### config.mk
export PLATFORM = sky130hd
export DESIGN_NAME = unique_value_ordered_list
export DESIGN_NICKNAME = d
export VERILOG_FILES = /design/src/rtl/core/uvol_pkg.sv /design/src/rtl/core/uvol_dpath.sv /design/src/rtl/core/uvol_ctrl.sv /design/src/rtl/core/unique_value_ordered_list.sv
export SDC_FILE = /design/constraint.sdc
export NUM_CORES = 1
export LEC_CHECK = 0
export BUFFER_PORTS_ARGS = -buffer_cell sky130_fd_sc_hd__buf_2
export CAP_MARGIN = 20
export CORE_MARGIN = 2
export CORE_UTILIZATION = 55
export CTS_BUF_LIST = sky130_fd_sc_hd__clkbuf_16
export DETAILED_ROUTE_END_ITERATION = 8
export HOLD_SLACK_MARGIN = 0.03
export PLACE_DENSITY = 0.73
export SYNTH_ARGS = -nofsm -noshare
export SYNTH_HDL_FRONTEND = slang
export SYNTH_SLANG_ARGS = --single-unit
### constraint.sdc
create_clock -name clk -period 3.8 [get_ports clk]
set_input_delay 0.76 -clock clk [delete_from_list [all_inputs] [get_ports clk]]
set_output_delay 0.76 -clock clk [all_outputs]
set_load 0.01 [all_outputs]
### src/rtl/core/uvol_pkg.sv
`timescale 1ns / 1ps
`default_nettype none
// ----------------------------------------------------------------------------
// uvol_pkg
// Shared types, codes and constants of the unique value ordered list.
// ----------------------------------------------------------------------------
package uvol_pkg;

	localparam int CAPACITY_DEF = 16;
	localparam int MAX_RESULTS  = 16;
	localparam int VALUE_W      = 32;
	localparam int COUNT_OUT_W  = 5;

	typedef enum logic [1:0] {
		ACT_INSERT  = 2'd0,
		ACT_REMOVE  = 2'd1,
		ACT_LIST_FW = 2'd2,
		ACT_LIST_RV = 2'd3
	} action_t;

	typedef enum logic [2:0] {
		ST_DONE     = 3'd0,
		ST_DUP      = 3'd1,
		ST_NOTFOUND = 3'd2,
		ST_FULL     = 3'd3,
		ST_ITEM     = 3'd4,
		ST_EMPTY    = 3'd5
	} status_t;

	// controller -> datapath
	typedef struct packed {
		logic    load;
		logic    scan_rd;
		logic    shift_init;
		logic    shift_rd;
		logic    list_init;
		logic    list_fwd;
		logic    list_rd;
		logic    emit;
		status_t emit_code;
		logic    cnt_inc;
		logic    cnt_dec;
		logic    mem_wr_ins;
	} uvol_cmd_t;

	// datapath -> controller
	typedef struct packed {
		logic cnt_zero;
		logic full;
		logic hit;
		logic miss;
		logic shift_done;
		logic list_done;
	} uvol_stat_t;

endpackage
`default_nettype wire

### src/rtl/core/uvol_dpath.sv
`timescale 1ns / 1ps
`default_nettype none
// ----------------------------------------------------------------------------
// uvol_dpath
// Value store, scan/shift/list address walker, compare and result registers.
// The list is held back to front: the front entry sits at address count-1.
// ----------------------------------------------------------------------------
module uvol_dpath
	import uvol_pkg::*;
#(
	parameter int CAPACITY = CAPACITY_DEF
) (
	input  wire logic                      clk,
	input  wire logic                      arst_n,
	input  wire uvol_cmd_t                 cmd,
	output uvol_stat_t                     stat,
	input  wire logic signed [VALUE_W-1:0] item_value,
	output logic                           strobe,
	output logic [2:0]                     status,
	output logic signed [VALUE_W-1:0]      out_value,
	output logic [COUNT_OUT_W-1:0]         stored_count,
	output logic                           last_of_run
);

	localparam int AW = (CAPACITY > 1) ? $clog2(CAPACITY) : 1;
	localparam int CW = $clog2(CAPACITY + 1);
	localparam int RW = $clog2(MAX_RESULTS + 1);
	localparam int LW = (CW > RW) ? CW : RW;

	logic [VALUE_W-1:0]        mem [CAPACITY];
	logic [VALUE_W-1:0]        rdata_s1;
	logic [VALUE_W-1:0]        val_q;
	logic [CW-1:0]             count_q;
	logic [CW-1:0]             count_nxt;
	logic [CW-1:0]             ptr_q;
	logic [CW-1:0]             addr_s1;
	logic [RW-1:0]             rem_q;
	logic                      fwd_q;
	logic                      cmp_v_s1;
	logic                      mov_v_s1;
	logic                      lst_v_s1;
	logic                      lst_last_s1;
	logic                      in_range;
	logic                      scan_go;
	logic                      shift_go;
	logic                      list_go;
	logic                      rd_en;
	logic [LW-1:0]             cnt_w;
	logic [LW-1:0]             run_len;
	logic                      strobe_q;
	status_t                   status_q;
	logic [VALUE_W-1:0]        out_value_q;
	logic [COUNT_OUT_W-1:0]    stored_count_q;
	logic                      last_q;

	assign in_range = (ptr_q < count_q);
	assign scan_go  = cmd.scan_rd && in_range;
	assign shift_go = cmd.shift_rd && in_range;
	assign list_go  = cmd.list_rd && (rem_q != '0);
	assign rd_en    = scan_go || shift_go || list_go;

	assign cnt_w   = LW'(count_q);
	assign run_len = (cnt_w > LW'(MAX_RESULTS)) ? LW'(MAX_RESULTS) : cnt_w;

	always_comb begin
		count_nxt = count_q;
		if (cmd.cnt_inc) begin
			count_nxt = count_q + 1'b1;
		end else if (cmd.cnt_dec) begin
			count_nxt = count_q - 1'b1;
		end
	end

	assign stat.cnt_zero   = (count_q == '0);
	assign stat.full       = (count_q == CW'(CAPACITY));
	assign stat.hit        = cmp_v_s1 && (rdata_s1 == val_q);
	assign stat.miss       = !cmp_v_s1 && !in_range;
	assign stat.shift_done = !mov_v_s1 && !in_range;
	assign stat.list_done  = !lst_v_s1 && (rem_q == '0);

	// store: one write port, one registered read port
	always_ff @(posedge clk) begin
		if (cmd.mem_wr_ins) begin
			mem[count_q[AW-1:0]] <= val_q;
		end else if (mov_v_s1) begin
			mem[AW'(addr_s1 - 1'b1)] <= rdata_s1;
		end
	end

	always_ff @(posedge clk) begin
		if (rd_en) begin
			rdata_s1 <= mem[ptr_q[AW-1:0]];
			addr_s1  <= ptr_q;
		end
	end

	always_ff @(posedge clk) begin
		if (cmd.load) begin
			val_q <= item_value;
		end
	end

	always_ff @(posedge clk or negedge arst_n) begin
		if (!arst_n) begin
			count_q     <= '0;
			ptr_q       <= '0;
			rem_q       <= '0;
			fwd_q       <= 1'b0;
			cmp_v_s1    <= 1'b0;
			mov_v_s1    <= 1'b0;
			lst_v_s1    <= 1'b0;
			lst_last_s1 <= 1'b0;
		end else begin
			count_q     <= count_nxt;
			cmp_v_s1    <= scan_go;
			mov_v_s1    <= shift_go;
			lst_v_s1    <= list_go;
			lst_last_s1 <= (rem_q == RW'(1));
			if (cmd.list_init) begin
				// forward listing starts at the front, which is the top address
				ptr_q <= cmd.list_fwd ? count_q - 1'b1 : '0;
				rem_q <= RW'(run_len);
				fwd_q <= cmd.list_fwd;
			end else if (cmd.load) begin
				ptr_q <= '0;
			end else if (cmd.shift_init) begin
				ptr_q <= addr_s1 + 1'b1;
			end else if (list_go) begin
				ptr_q <= fwd_q ? ptr_q - 1'b1 : ptr_q + 1'b1;
				rem_q <= rem_q - 1'b1;
			end else if (scan_go || shift_go) begin
				ptr_q <= ptr_q + 1'b1;
			end
		end
	end

	// result register
	always_ff @(posedge clk or negedge arst_n) begin
		if (!arst_n) begin
			strobe_q <= 1'b0;
		end else begin
			strobe_q <= lst_v_s1 || cmd.emit;
		end
	end

	always_ff @(posedge clk) begin
		if (lst_v_s1) begin
			status_q       <= ST_ITEM;
			out_value_q    <= rdata_s1;
			stored_count_q <= COUNT_OUT_W'(count_q);
			last_q         <= lst_last_s1;
		end else if (cmd.emit) begin
			status_q       <= cmd.emit_code;
			out_value_q    <= (cmd.emit_code == ST_EMPTY) ? '0 : val_q;
			stored_count_q <= COUNT_OUT_W'(count_nxt);
			last_q         <= 1'b1;
		end
	end

	assign strobe       = strobe_q;
	assign status       = status_q;
	assign out_value    = out_value_q;
	assign stored_count = stored_count_q;
	assign last_of_run  = last_q;

	a_count_bound: assert property (@(posedge clk) disable iff (!arst_n)
		count_q <= CW'(CAPACITY))
		else $error("entry count above capacity");

	a_pipe_excl: assert property (@(posedge clk) disable iff (!arst_n)
		$onehot0({cmp_v_s1, mov_v_s1, lst_v_s1}))
		else $error("more than one read kind in flight");

	a_ins_room: assert property (@(posedge clk) disable iff (!arst_n)
		cmd.mem_wr_ins |-> (count_q < CW'(CAPACITY) && !cmd.cnt_dec))
		else $error("insert write with no room");

	a_list_last: assert property (@(posedge clk) disable iff (!arst_n)
		(lst_v_s1 && lst_last_s1) |=> (strobe_q && last_q))
		else $error("final listed word not marked");

endmodule
`default_nettype wire

### src/rtl/core/uvol_ctrl.sv
`timescale 1ns / 1ps
`default_nettype none
// ----------------------------------------------------------------------------
// uvol_ctrl
// Sequencer for insert, remove and listing: search, close the gap, walk.
// ----------------------------------------------------------------------------
module uvol_ctrl
	import uvol_pkg::*;
(
	input  wire logic       clk,
	input  wire logic       arst_n,
	input  wire logic       start,
	input  wire logic [1:0] action,
	output logic            busy,
	output uvol_cmd_t       cmd,
	input  wire uvol_stat_t stat
);

	typedef enum logic [3:0] {
		S_IDLE   = 4'b0001,
		S_SEARCH = 4'b0010,
		S_SHIFT  = 4'b0100,
		S_LIST   = 4'b1000
	} state_t;

	state_t  state_q;
	state_t  state_nxt;
	action_t act_q;
	action_t act_in;

	assign act_in = action_t'(action);
	assign busy   = (state_q != S_IDLE);

	always_comb begin
		cmd       = '0;
		cmd.emit_code = ST_DONE;
		state_nxt = state_q;
		unique case (state_q)
			S_IDLE: begin
				if (start) begin
					cmd.load = 1'b1;
					if (act_in == ACT_INSERT || act_in == ACT_REMOVE) begin
						state_nxt = S_SEARCH;
					end else if (stat.cnt_zero) begin
						cmd.emit      = 1'b1;
						cmd.emit_code = ST_EMPTY;
					end else begin
						cmd.list_init = 1'b1;
						cmd.list_fwd  = (act_in == ACT_LIST_FW);
						state_nxt     = S_LIST;
					end
				end
			end
			S_SEARCH: begin
				cmd.scan_rd = !stat.hit && !stat.miss;
				if (stat.hit) begin
					if (act_q == ACT_INSERT) begin
						cmd.emit      = 1'b1;
						cmd.emit_code = ST_DUP;
						state_nxt     = S_IDLE;
					end else begin
						cmd.shift_init = 1'b1;
						state_nxt      = S_SHIFT;
					end
				end else if (stat.miss) begin
					cmd.emit  = 1'b1;
					state_nxt = S_IDLE;
					if (act_q != ACT_INSERT) begin
						cmd.emit_code = ST_NOTFOUND;
					end else if (stat.full) begin
						cmd.emit_code = ST_FULL;
					end else begin
						cmd.mem_wr_ins = 1'b1;
						cmd.cnt_inc    = 1'b1;
					end
				end
			end
			S_SHIFT: begin
				cmd.shift_rd = !stat.shift_done;
				if (stat.shift_done) begin
					cmd.cnt_dec = 1'b1;
					cmd.emit    = 1'b1;
					state_nxt   = S_IDLE;
				end
			end
			S_LIST: begin
				cmd.list_rd = 1'b1;
				if (stat.list_done) begin
					state_nxt = S_IDLE;
				end
			end
			default: begin
				state_nxt = S_IDLE;
			end
		endcase
	end

	always_ff @(posedge clk or negedge arst_n) begin
		if (!arst_n) begin
			state_q <= S_IDLE;
			act_q   <= ACT_INSERT;
		end else begin
			state_q <= state_nxt;
			if (start && !busy) begin
				act_q <= act_in;
			end
		end
	end

	a_emit_ends: assert property (@(posedge clk) disable iff (!arst_n)
		(cmd.emit && state_q != S_IDLE) |=> !busy)
		else $error("result issued without ending the operation");

	a_one_move: assert property (@(posedge clk) disable iff (!arst_n)
		$onehot0({cmd.scan_rd, cmd.shift_rd, cmd.list_rd, cmd.emit}))
		else $error("conflicting datapath commands");

	a_count_step: assert property (@(posedge clk) disable iff (!arst_n)
		!(cmd.cnt_inc && cmd.cnt_dec))
		else $error("count raised and lowered together");

endmodule
`default_nettype wire

### src/rtl/core/unique_value_ordered_list.sv
`timescale 1ns / 1ps
`default_nettype none
// ----------------------------------------------------------------------------
// unique_value_ordered_list
// Ordered list of distinct signed 32-bit values with insert, remove and listing.
// ----------------------------------------------------------------------------
// A command is taken when start is high and busy is low; one operation runs
// at a time. Results appear for one cycle with strobe high and cannot be held
// off, so the receiver must take every word as it comes. Insert makes a linear
// search over the value store, one entry a cycle, to its result; remove
// searches the same way, then moves one entry a cycle to close the gap; and
// a listing gives one word per cycle, at most MAX_RESULTS words. After an
// insert or remove, busy drops in the cycle the result word is on the ports;
// after a listing it drops in the cycle after the final word.
// ----------------------------------------------------------------------------
module unique_value_ordered_list
	import uvol_pkg::*;
#(
	parameter int CAPACITY = CAPACITY_DEF
) (
	input  wire logic                      clk,
	input  wire logic                      arst_n,
	input  wire logic                      start,
	output logic                           busy,
	input  wire logic [1:0]                action,
	input  wire logic signed [VALUE_W-1:0] item_value,
	output logic                           strobe,
	output logic [2:0]                     status,
	output logic signed [VALUE_W-1:0]      out_value,
	output logic [COUNT_OUT_W-1:0]         stored_count,
	output logic                           last_of_run
);

	uvol_cmd_t  cmd;
	uvol_stat_t stat;

	uvol_ctrl u_ctrl (
		.clk    (clk),
		.arst_n (arst_n),
		.start  (start),
		.action (action),
		.busy   (busy),
		.cmd    (cmd),
		.stat   (stat)
	);

	uvol_dpath #(
		.CAPACITY (CAPACITY)
	) u_dpath (
		.clk          (clk),
		.arst_n       (arst_n),
		.cmd          (cmd),
		.stat         (stat),
		.item_value   (item_value),
		.strobe       (strobe),
		.status       (status),
		.out_value    (out_value),
		.stored_count (stored_count),
		.last_of_run  (last_of_run)
	);

endmodule
`default_nettype wire

Yosys cells after proc, flatten, opt, wreduce, memory -nomap -nowiden
Memories as Yosys holds them, arrays and structs flattened. A register that Yosys moved wholly into a read port is not among the register bits. Cells that the tools add are included.

Bits in registers: 105. Bits in writable memories: 512. Input port bits: 37. Output and inout bits: 43. Logic and storage cells: 146. Memories: 1.

Memory list: u_dpath.mem (words 16, width 32, rd ports 1, clocked after Yosys merged registers in 1, wr ports 1, RTL line uvol_dpath.sv:30) `logic [VALUE_W-1:0] mem [CAPACITY];`.

Add/sub/neg operators: 7. $lt $le $gt $ge: 2. Eq/ne operators: 18. Multiplexer cells: 68. Reductions and logical operators: 33.

Operator list (number): 2-to-1 mux 32 bit (4); 2-to-1 mux 5 bit (17); 2-to-1 mux 4 bit (13); equality test 32 bit (1); OR reduction 32 bit (1); 2-to-1 mux 1 bit (23); case mux 4 bit (4 select lines) (1); adder 5 x 1 -> 5 bit (second input constant) (3); subtractor 5 x 1 -> 5 bit (second input constant) (3); 2-to-1 mux 2 bit (6); logical NOT 5 bit (2); nonzero test 5 bit (2); logical AND 1 bit (9); logical NOT 1 bit (8); inequality test 2 bit (second input constant) (4); 2-to-1 mux 3 bit (2); case mux 3 bit (2 select lines) (1); nonzero test 2 bit (3); equality test 5 x 1 -> 1 bit (second input constant) (1); equality test 5 bit (second input constant) (1); greater-than comparator 5 bit (second input constant) (1); less-than comparator 5 bit (1); AND reduction 5 bit (1); equality test 4 x 1 -> 1 bit (second input constant) (1); 15 further kinds (19).

Longest topological paths before layout
Gate-level depths: netlist (run 1).

Depth after elaboration: 13. Gate-level depth with buffers: 10. Depth with buffers taken out: 9.

Hierarchy
From an unflattened synthesis (run 1), not the netlist that was laid out.

Cells, all modules: 1302. Area total of the unflattened synthesis: 25886.1 sq um.

By module, submodules not included: uvol_dpath (times used 1, cells each 1250, area each 25401.9 sq um, seq. area each 19173.4 sq um); uvol_ctrl (times used 1, cells each 52, area each 484.2 sq um, seq. area each 151.4 sq um).

Worst setup path before layout (run 1)
No wires, ideal clock.

Path type: register to register. Start: register u_dpath.count_q[2] (netlist: u_dpath.cnt_w[2]). End: memory u_dpath.mem[11][0], enable pin. Library setup time: 0.421 ns. Arrival: 3.428 ns. Required time: 3.379 ns. Path slack: -0.050 ns. Stages on the path, launching flop included: 9. Buffers on the path: 1. Period minus slack after synthesis: 3.850 ns. Cells stage by stage: dfrtp_1 > clkbuf_1 > inv_1 > ha_1 > a21oi_1 > o21a_1 > o31ai_4 > mux2i_1 > nor2_1.

Longest elaborated chain between the ends: 10. Elaborated cells between the ends (all ways): 16. Those cells by class: order compare (1); eq/ne (1); mux (11); reduce/logical (3).

RTL lines: start: declaration (RTL line uvol_dpath.sv:33) `logic [CW-1:0] count_q;`; start signal: assignment (RTL line uvol_dpath.sv:114) `count_q <= count_nxt;`; less-than comparator 5 bit or equality test 5 bit (tied branches) (RTL line uvol_dpath.sv:56, uvol_dpath.sv:75); logical NOT 1 bit or 2-to-1 mux 1 bit (tied branches) (RTL line uvol_dpath.sv:77, uvol_ctrl.sv:70); logical AND 1 bit or 2-to-1 mux 1 bit (tied branches) (RTL line uvol_dpath.sv:77, uvol_ctrl.sv:68); 2-to-1 mux 1 bit (RTL line uvol_ctrl.sv:65) `end else if (stat.miss) begin`; 2-to-1 mux 1 bit (RTL line uvol_ctrl.sv:56) `if (stat.hit) begin`; 2-to-1 mux 1 bit (RTL line uvol_ctrl.sv:38) `unique case (state_q)`; 2-to-1 mux 1 bit (RTL line uvol_dpath.sv:83) `if (cmd.mem_wr_ins) begin`; 2-to-1 mux 1 bit (not written as such) (RTL line uvol_dpath.sv:86) `mem[AW'(addr_s1 - 1'b1)] <= rdata_s1;`; OR reduction 32 bit (no line); 2-to-1 mux 4 bit (no line) or 2-to-1 mux 1 bit (tied branches); end: declaration (RTL line uvol_dpath.sv:30).

Several ways; a longest one is shown, not always the timed one.

Worst setup path after layout (run 1)
Start: register u_dpath.val_q[4]. End: register u_dpath.rdata_s1[4], read port of u_dpath.mem, enable pin.

Longest elaborated chain between the ends: 8.

RTL lines: start: declaration (RTL line uvol_dpath.sv:32) `logic [VALUE_W-1:0] val_q;`; start signal: assignment (RTL line uvol_dpath.sv:99) `val_q <= item_value;`; equality test 32 bit (RTL line uvol_dpath.sv:76) `assign stat.hit = cmp_v_s1 && (rdata_s1 == val_q);`; logical AND 1 bit (RTL line uvol_dpath.sv:76); logical NOT 1 bit (RTL line uvol_ctrl.sv:55) `cmd.scan_rd = !stat.hit && !stat.miss;`; logical AND 1 bit (RTL line uvol_ctrl.sv:55); 2-to-1 mux 2 bit (RTL line uvol_ctrl.sv:38); logical AND 1 bit (RTL line uvol_dpath.sv:57) `assign scan_go = cmd.scan_rd && in_range;`; logical OR 1 bit (2 in series) (RTL line uvol_dpath.sv:60) `assign rd_en = scan_go || shift_go || list_go;`; via u_dpath.rd_en (RTL line uvol_dpath.sv:47) `logic rd_en;`; end: declaration (RTL line uvol_dpath.sv:31) `logic [VALUE_W-1:0] rdata_s1;`.

The timed path passes the listed nets, and every way through them passes these cells. A chain may end at the register's enable or synchronous reset.

==> flow_summary_export.csv, run 1 <==
group,metric,value,unit
setup_path,cp.required,4.14,ns
pwr,power_density,683,nW/um^2
layout,final_core_util,0.638,
synth,synth_cells,1242,
global_route,use_met1,0.350,
synth,synth_area_per_cell,20.8,um^2
placed_design,port-buffer-count,79,
synth,synth_fp_nets,1292,
setup_path,path_max_fanout,23,
global_route,grt_use_met3,0.0597,
clock_tree,post-cts-setup-buffers,0,
setup_path,critPathBufInv,2,
floorplan,die_w,221,um
sta,rsz0062_at_grt,"no",
clock_tree,cts_inserted_buffers,68,
clock_tree,cts_tree,"done",
setup_path,slowest_delay,0.52,ns
sta,post-route-min-period,3.45,ns
synth,synth_top_area_share,0.721,
setup_path,cp-start-kind,"flip-flop",
sta,fin_skew,0.0156,ns
synth,synth-edff-count,619,
synth,yosysTopAreaCell,"edfxtp_1",
drt,routed_wl,59.1,mm
synth,synth_fa_ha_area_frac,0.00631,
sta,period_share,0.909,
sta,slew_violations,0,
sta,hold_viol_final,0,
global_route,grt_pass1_wl,86.6,mm
synth,yosys-top-cells-area,"edfxtp_1 (72%), mux4_2 (14%), dfrtp_1 (2.5%)",
clock_tree,cts_max_level,3,
synth,synth_common_cells,"edfxtp_1 (619), mux4_2 (157), xnor2_1 (42), clkbuf_1 (40), nor2_1 (37)",
placed_design,hpwl,32.4,mm
drt,vias,13000,
synth,synth.distinct_cells,58,
drt,initialDrtViolationCount,1482,
synth,synth_compound_area_frac,0.0293,
pwr,power_leakage,0.00979,uW
synth,synth_mux_area_frac,0.156,
floorplan,core_area,46500,um^2
drt,drc_errors,0,
setup_path,critPathCaptureType,"flip-flop",
global_route,grt_pass1_vias,13100,
layout,nets,1434,
clock_tree,cts-root-buf,"clkbuf_16",
drt,ant_nets,0,
clock_tree,clkTransAtPathRegs,0.06,ns
floorplan,die-area,48600,um^2
global_route,antenna_found_initial,2,
clock_tree,clock_latency,0.61,ns
clock_tree,cts_hold_buffers,0,
synth,yosys.area_share.simple,0.0303,
synth,synthFlopType,"edfxtp_1",
drt,post_drt_wl_per_cell,28.9,um
setup_path,crit_type,"flip-flop to flip-flop",
layout,area_growth,15.0,%
floorplan,start_util,0.555,
sta,slew_headroom,0.270,
synth,yosys_warnings,0,
pwr,power,20200,uW
sta,finalSetupTns,0,ns
clock_tree,clk_path_buf_depth,3,
clock_tree,cts-resized-gates,0,
synth,async_reset_ff_frac,0.0416,
min_path,hp-class,"primary input to asynchronous set/reset pin",
setup_path,worstPathArrival,3.79,ns
sta,setup_viol,0,
clock_tree,cts_sinks,649,
global_route,grt_max_degree,110,
global_route,track_usage,0.254,
drt,drt_pass1_iterations,5,
setup_path,crit_family,"simple AND/OR/NAND/NOR gates",
synth,ys_ff_latch,649,
synth,ys_seq_area_frac,0.750,
setup_path,crit_slowest_cell,"or2_2",
floorplan,ioPinCount,80,
pwr,irDropWorstVdd,0.000595,V
layout,fin_cells,2044,
global_route,top_usage_layer,"met2",
global_route,gr-usage-met2,0.411,
run_status,status,"complete, no violations",
layout,drive_above_1_share,0.315,
setup_path,path_cells,"xnor2_1 > nand4_1 > nor4_1 > buf_4 > and3_1 > o31ai_2 > or2_2 > buf_12",
drt,vias_per_cell,6.35,
sta,maxClockFrequency,290,MHz
floorplan,std_cell_rows,79,
sta,max_slew.worst_pin.slew,1.10,ns
global_route,gr-total-overflow,0,
layout,antennaDiodeCount,0,
floorplan,die_h,221,um
synth,syn_area,25800,um^2
synth,synth_xor_area_frac,0.0163,
synth,yosysMostFrequentCell,"edfxtp_1",
placed_design,gp_congestion,0.912,
synth,synth_top_family_by_area,"multiplexers",
job,maxCapViolCount,0,
placed_design,place_inst,1921,
## layout by cell type (no fill, tap or decap), types with 13 or more instances in the layout
cell type  count
buf_4         41
buf_12        13
dfrtp_1       21
a22o_1        33
nor2_1        21
nor2_4        16
nand2_1       31
inv_1         30
a21oi_1       20
buf_2         79
nor3_1        13
ha_1          13
clkbuf_16     69
mux4_2       157
mux2_2        32
xnor2_1       42
o21ai_0       19
edfxtp_1     619
## power breakdown
part	internal (uW)	total, uW	switching (uW)
Sequential	8680	8940	264
Clock	3890	6610	2730
Combinational	2170	4690	2520
## routing by layer
layer | up-vias | routed length (um) | part of all wire
met5 | - | 0 | 0
met4 | 0 | 1550 | 0.026
met3 | 108 | 5320 | 0.090
met2 | 617 | 29100 | 0.49
met1 | 6822 | 23100 | 0.39
li1 | 5429 | - | -
## area by class of cell
type                            instances  area, um^2
Sequential cell                       649       19300
Fill cell                            3104       16800
Multi-Input combinational cell        515        6260
Clock buffer                           69        1730
Timing Repair Buffer                  133         963
Tap cell                              607         759
Clock inverter                         54         528
Inverter                               17        63.8
## cells by family after synthesis
logic type               count (synthesis)
AO/OA/AOI/OAI                          105
XOR/XNOR                                48
adder cells (fa/ha/maj)                 13
buffers and inverters                   78
flip-flops                             649
multiplexers                           200
AND/OR/NAND/NOR                        149
## worst register-to-register path, cell delays in order, from the launching register on
cell,delay (ns)
edfxtp_1,0.45
xnor2_1,0.44
nand4_1,0.35
nor4_1,0.51
buf_4,0.22
and3_1,0.26
o31ai_2,0.14
or2_2,0.52
buf_12,0.29
## path summary, 6_finish.rpt
| check | startpoint | cells after the start | endpoint | slack, ns |
|---|---|---|---|---|
| min reg2reg | u_dpath.rem_q[4] | 1 | u_dpath.lst_last_s1 | 0.47 |
| min in group clk | item_value[11] | 1 | u_dpath.val_q[11] | 0.33 |
| max | u_dpath.val_q[4] | 8 | u_dpath.rdata_s1[4] | 0.35 |
| min | arst_n | 1 | u_dpath.rem_q[4] | 0.19 |
| max in group asynchronous | arst_n | 1 | u_dpath.ptr_q[1] | 3.13 |
| max reg2reg | u_dpath.val_q[4] | 8 | u_dpath.rdata_s1[4] | 0.35 |
## stage by stage
stage	cell area [um^2]	hold slack, ns	setup WS, ns
6_report	29600	0.187	0.346
4_1_cts	29600	0.185	0.363
3_5_place_dp	27400	0.456	0.406
2_1_floorplan	25800	0.425	-0.0496
5_1_grt	29600	0.224	0.210
3_3_place_gp	27400	0.445	0.392
## flip-flops by register name (all words and copies together) (netlist names)
name                  count
u_ctrl.state_q            4
u_dpath.rem_q             5
u_dpath.rdata_s1         32
u_dpath.mov_v_s1          1
u_dpath.cnt_w             5
u_dpath.addr_s1           5
u_dpath.fwd_q             1
u_ctrl.act_q              2
u_dpath.ptr_q             5
u_dpath.lst_last_s1       1
u_dpath.lst_v_s1          1
u_dpath.out_value        32
u_dpath.last_of_run       1
u_dpath.val_q            32
u_dpath.cmp_v_s1          1
u_dpath.stored_count      5
u_dpath.strobe            1
u_dpath.status            3
u_dpath.mem             512
Note: power is estimated with default switching activity, not from simulation.
==> run 2: changes to the inputs <==
PLACE_DENSITY = 0.76   (was 0.73)
==> run 2 against run 1 <==
First-iteration DRC count up 1.1%; clock skew is 0.0059 ns higher; maximum frequency down 4.1%; sequential share of layout area grew 1.2 points; critical path depth up 1; largest cell class unchanged.
==> flow_summary_export.csv, run 2 (synthesis gave the netlist of run 1 again) <==
group,metric,value,unit
sta,fin_skew,0.0215,ns
clock_tree,cts_inserted_buffers,61,
layout,mostFrequentLayoutCell,"edfxtp_1",
layout,fin_cells,2028,
setup_path,worstPathArrival,3.92,ns
clock_tree,clock_latency,0.63,ns
sta,max_slew.worst_pin.slew,1.11,ns
setup_path,path_cells,"inv_1 > ha_1 > a21o_1 > a21oi_1 > o21a_1 > nor3_2 > a31oi_1 > nor2_4 > buf_12",
clock_tree,cts_hold_buffers,0,
setup_path,critPathCaptureType,"flip-flop",
drt,ant_nets,0,
sta,hold_viol_final,0,
global_route,track_usage,0.248,
clock_tree,cts-resized-gates,0,
setup_path,critPathBufInv,2,
setup_path,crit_family,"simple AND/OR/NAND/NOR gates",
setup_path,path_max_fanout,15,
placed_design,hpwl,34.1,mm
clock_tree,cts_tree,"done",
sta,slew_violations,0,
layout,multiInputGateArea,6260,um^2
global_route,grt_pass1_vias,13000,
clock_tree,cts_sinks,649,
sta,rsz0062_at_grt,"no",
layout,drive_above_1_share,0.307,
clock_tree,post-cts-setup-buffers,0,
global_route,gr-total-overflow,0,
clock_tree,cts-root-buf,"clkbuf_16",
clock_tree,clkTransAtPathRegs,0.07,ns
sta,slew_headroom,0.256,
clock_tree,cts_max_level,2,
drt,initialDrtViolationCount,1499,
setup_path,cp-start-kind,"flip-flop",
layout,layout_common_cells,"edfxtp_1 (619), mux4_2 (157), buf_2 (79)",
layout,antennaDiodeCount,0,
global_route,grt_max_degree,68,
floorplan,ioPinCount,80,
layout,nFillCells,3061,
setup_path,crit_type,"flip-flop to flip-flop",
placed_design,port-buffer-count,79,
global_route,antenna_found_initial,1,
layout,area_growth,12.8,%
floorplan,core_area,46500,um^2
drt,vias_per_cell,6.36,
layout,largest_register,"u_dpath.mem",
placed_design,place_inst,1920,
setup_path,rr_worst_depth,9,
clock_tree,clk_path_buf_depth,3,
drt,post_drt_wl_per_cell,28.6,um
pwr,power_leakage,0.00954,uW
pwr,power_density,659,nW/um^2
drt,drt_pass1_iterations,5,
layout,largest_reg_flops,512,
floorplan,die_w,221,um
min_path,hp-class,"primary input to asynchronous set/reset pin",
pwr,power,19200,uW
sta,period_share,0.948,
sta,setup_viol,0,
sta,maxClockFrequency,278,MHz
setup_path,slowest_delay,0.54,ns
floorplan,start_util,0.555,
sta,post-route-min-period,3.60,ns
drt,vias,12900,
layout,seq_area,19300,um^2
floorplan,die_h,221,um
floorplan,die-area,48600,um^2
layout,nets,1427,
global_route,grt_pass1_wl,85.4,mm
drt,routed_wl,58.1,mm
setup_path,crit_slowest_cell,"nor3_2",
pwr,irDropWorstVdd,0.000439,V
job,maxCapViolCount,0,
run_status,status,"complete, no violations",
setup_path,cp.required,4.12,ns
drt,drc_errors,0,
placed_design,gp_congestion,0.918,
setup_path,cp_num_cells,9,
floorplan,std_cell_rows,79,
==> run 2: path summary, 6_finish.rpt <==
path / start / endpoint / slack [ns]
max in group asynchronous: arst_n / u_dpath.ptr_q[0] / 3.16
min in group clk: item_value[24] / u_dpath.val_q[24] / 0.30
min reg2reg: u_dpath.rem_q[4] / u_dpath.lst_last_s1 / 0.47
min: arst_n / u_dpath.mov_v_s1 / 0.16
max: u_dpath.cnt_w[1] / u_dpath.mem[8][12] / 0.20
max reg2reg: u_dpath.cnt_w[1] / u_dpath.mem[8][12] / 0.20
==> run 2: final cells by class <==
type,instances,area share
inverter,17,0.00219
clock buffer,61,0.0525
tap,607,0.0261
timing repair buffer,133,0.0310
multi-input combinational,515,0.215
sequential,649,0.665
clock inverter,46,0.00839
==> run 2: report_power, final <==
group / leakage, uW / total (uW) / switching (uW) / internal [uW]
Sequential: 0.00596 / 8960 / 281 / 8680
Combinational: 0.00266 / 4710 / 2560 / 2150
Clock: 0.000921 / 5510 / 2540 / 2960
==> run 2: worst reg2reg max path, delay by kind of cell, from the launching register on <==
kind | cells | cell delay, ns
simple gates | 2 | 1.06
compound gates | 4 | 1.03
flops | 1 | 0.48
fa+ha+maj | 1 | 0.31
buf+inv | 2 | 0.40
==> run 2: per-layer routing <==
metal / vias to the layer above / GRT usage / wire, um
li1: 5399 / - / -
met1: 6773 / 0.348 / 23100
met2: 616 / 0.389 / 28000
met3: 116 / 0.0587 / 4930
met4: 0 / 0.0887 / 2040
met5: - / 0 / 0
==> run 2: per-stage QoR <==
step           TNS, ns  instance area (um^2)  setup slack (ns)  hold slack [ns]  utilization
3_5_place_dp         0                 27300             0.318            0.459        0.588
3_3_place_gp         0                 27300             0.439            0.452        0.588
6_report             0                 29100             0.199            0.158        0.626
5_1_grt              0                 29100            0.0309            0.190        0.626
2_1_floorplan   -20.58                 25800           -0.0496            0.425            -
4_1_cts              0                 29100             0.253            0.147        0.626
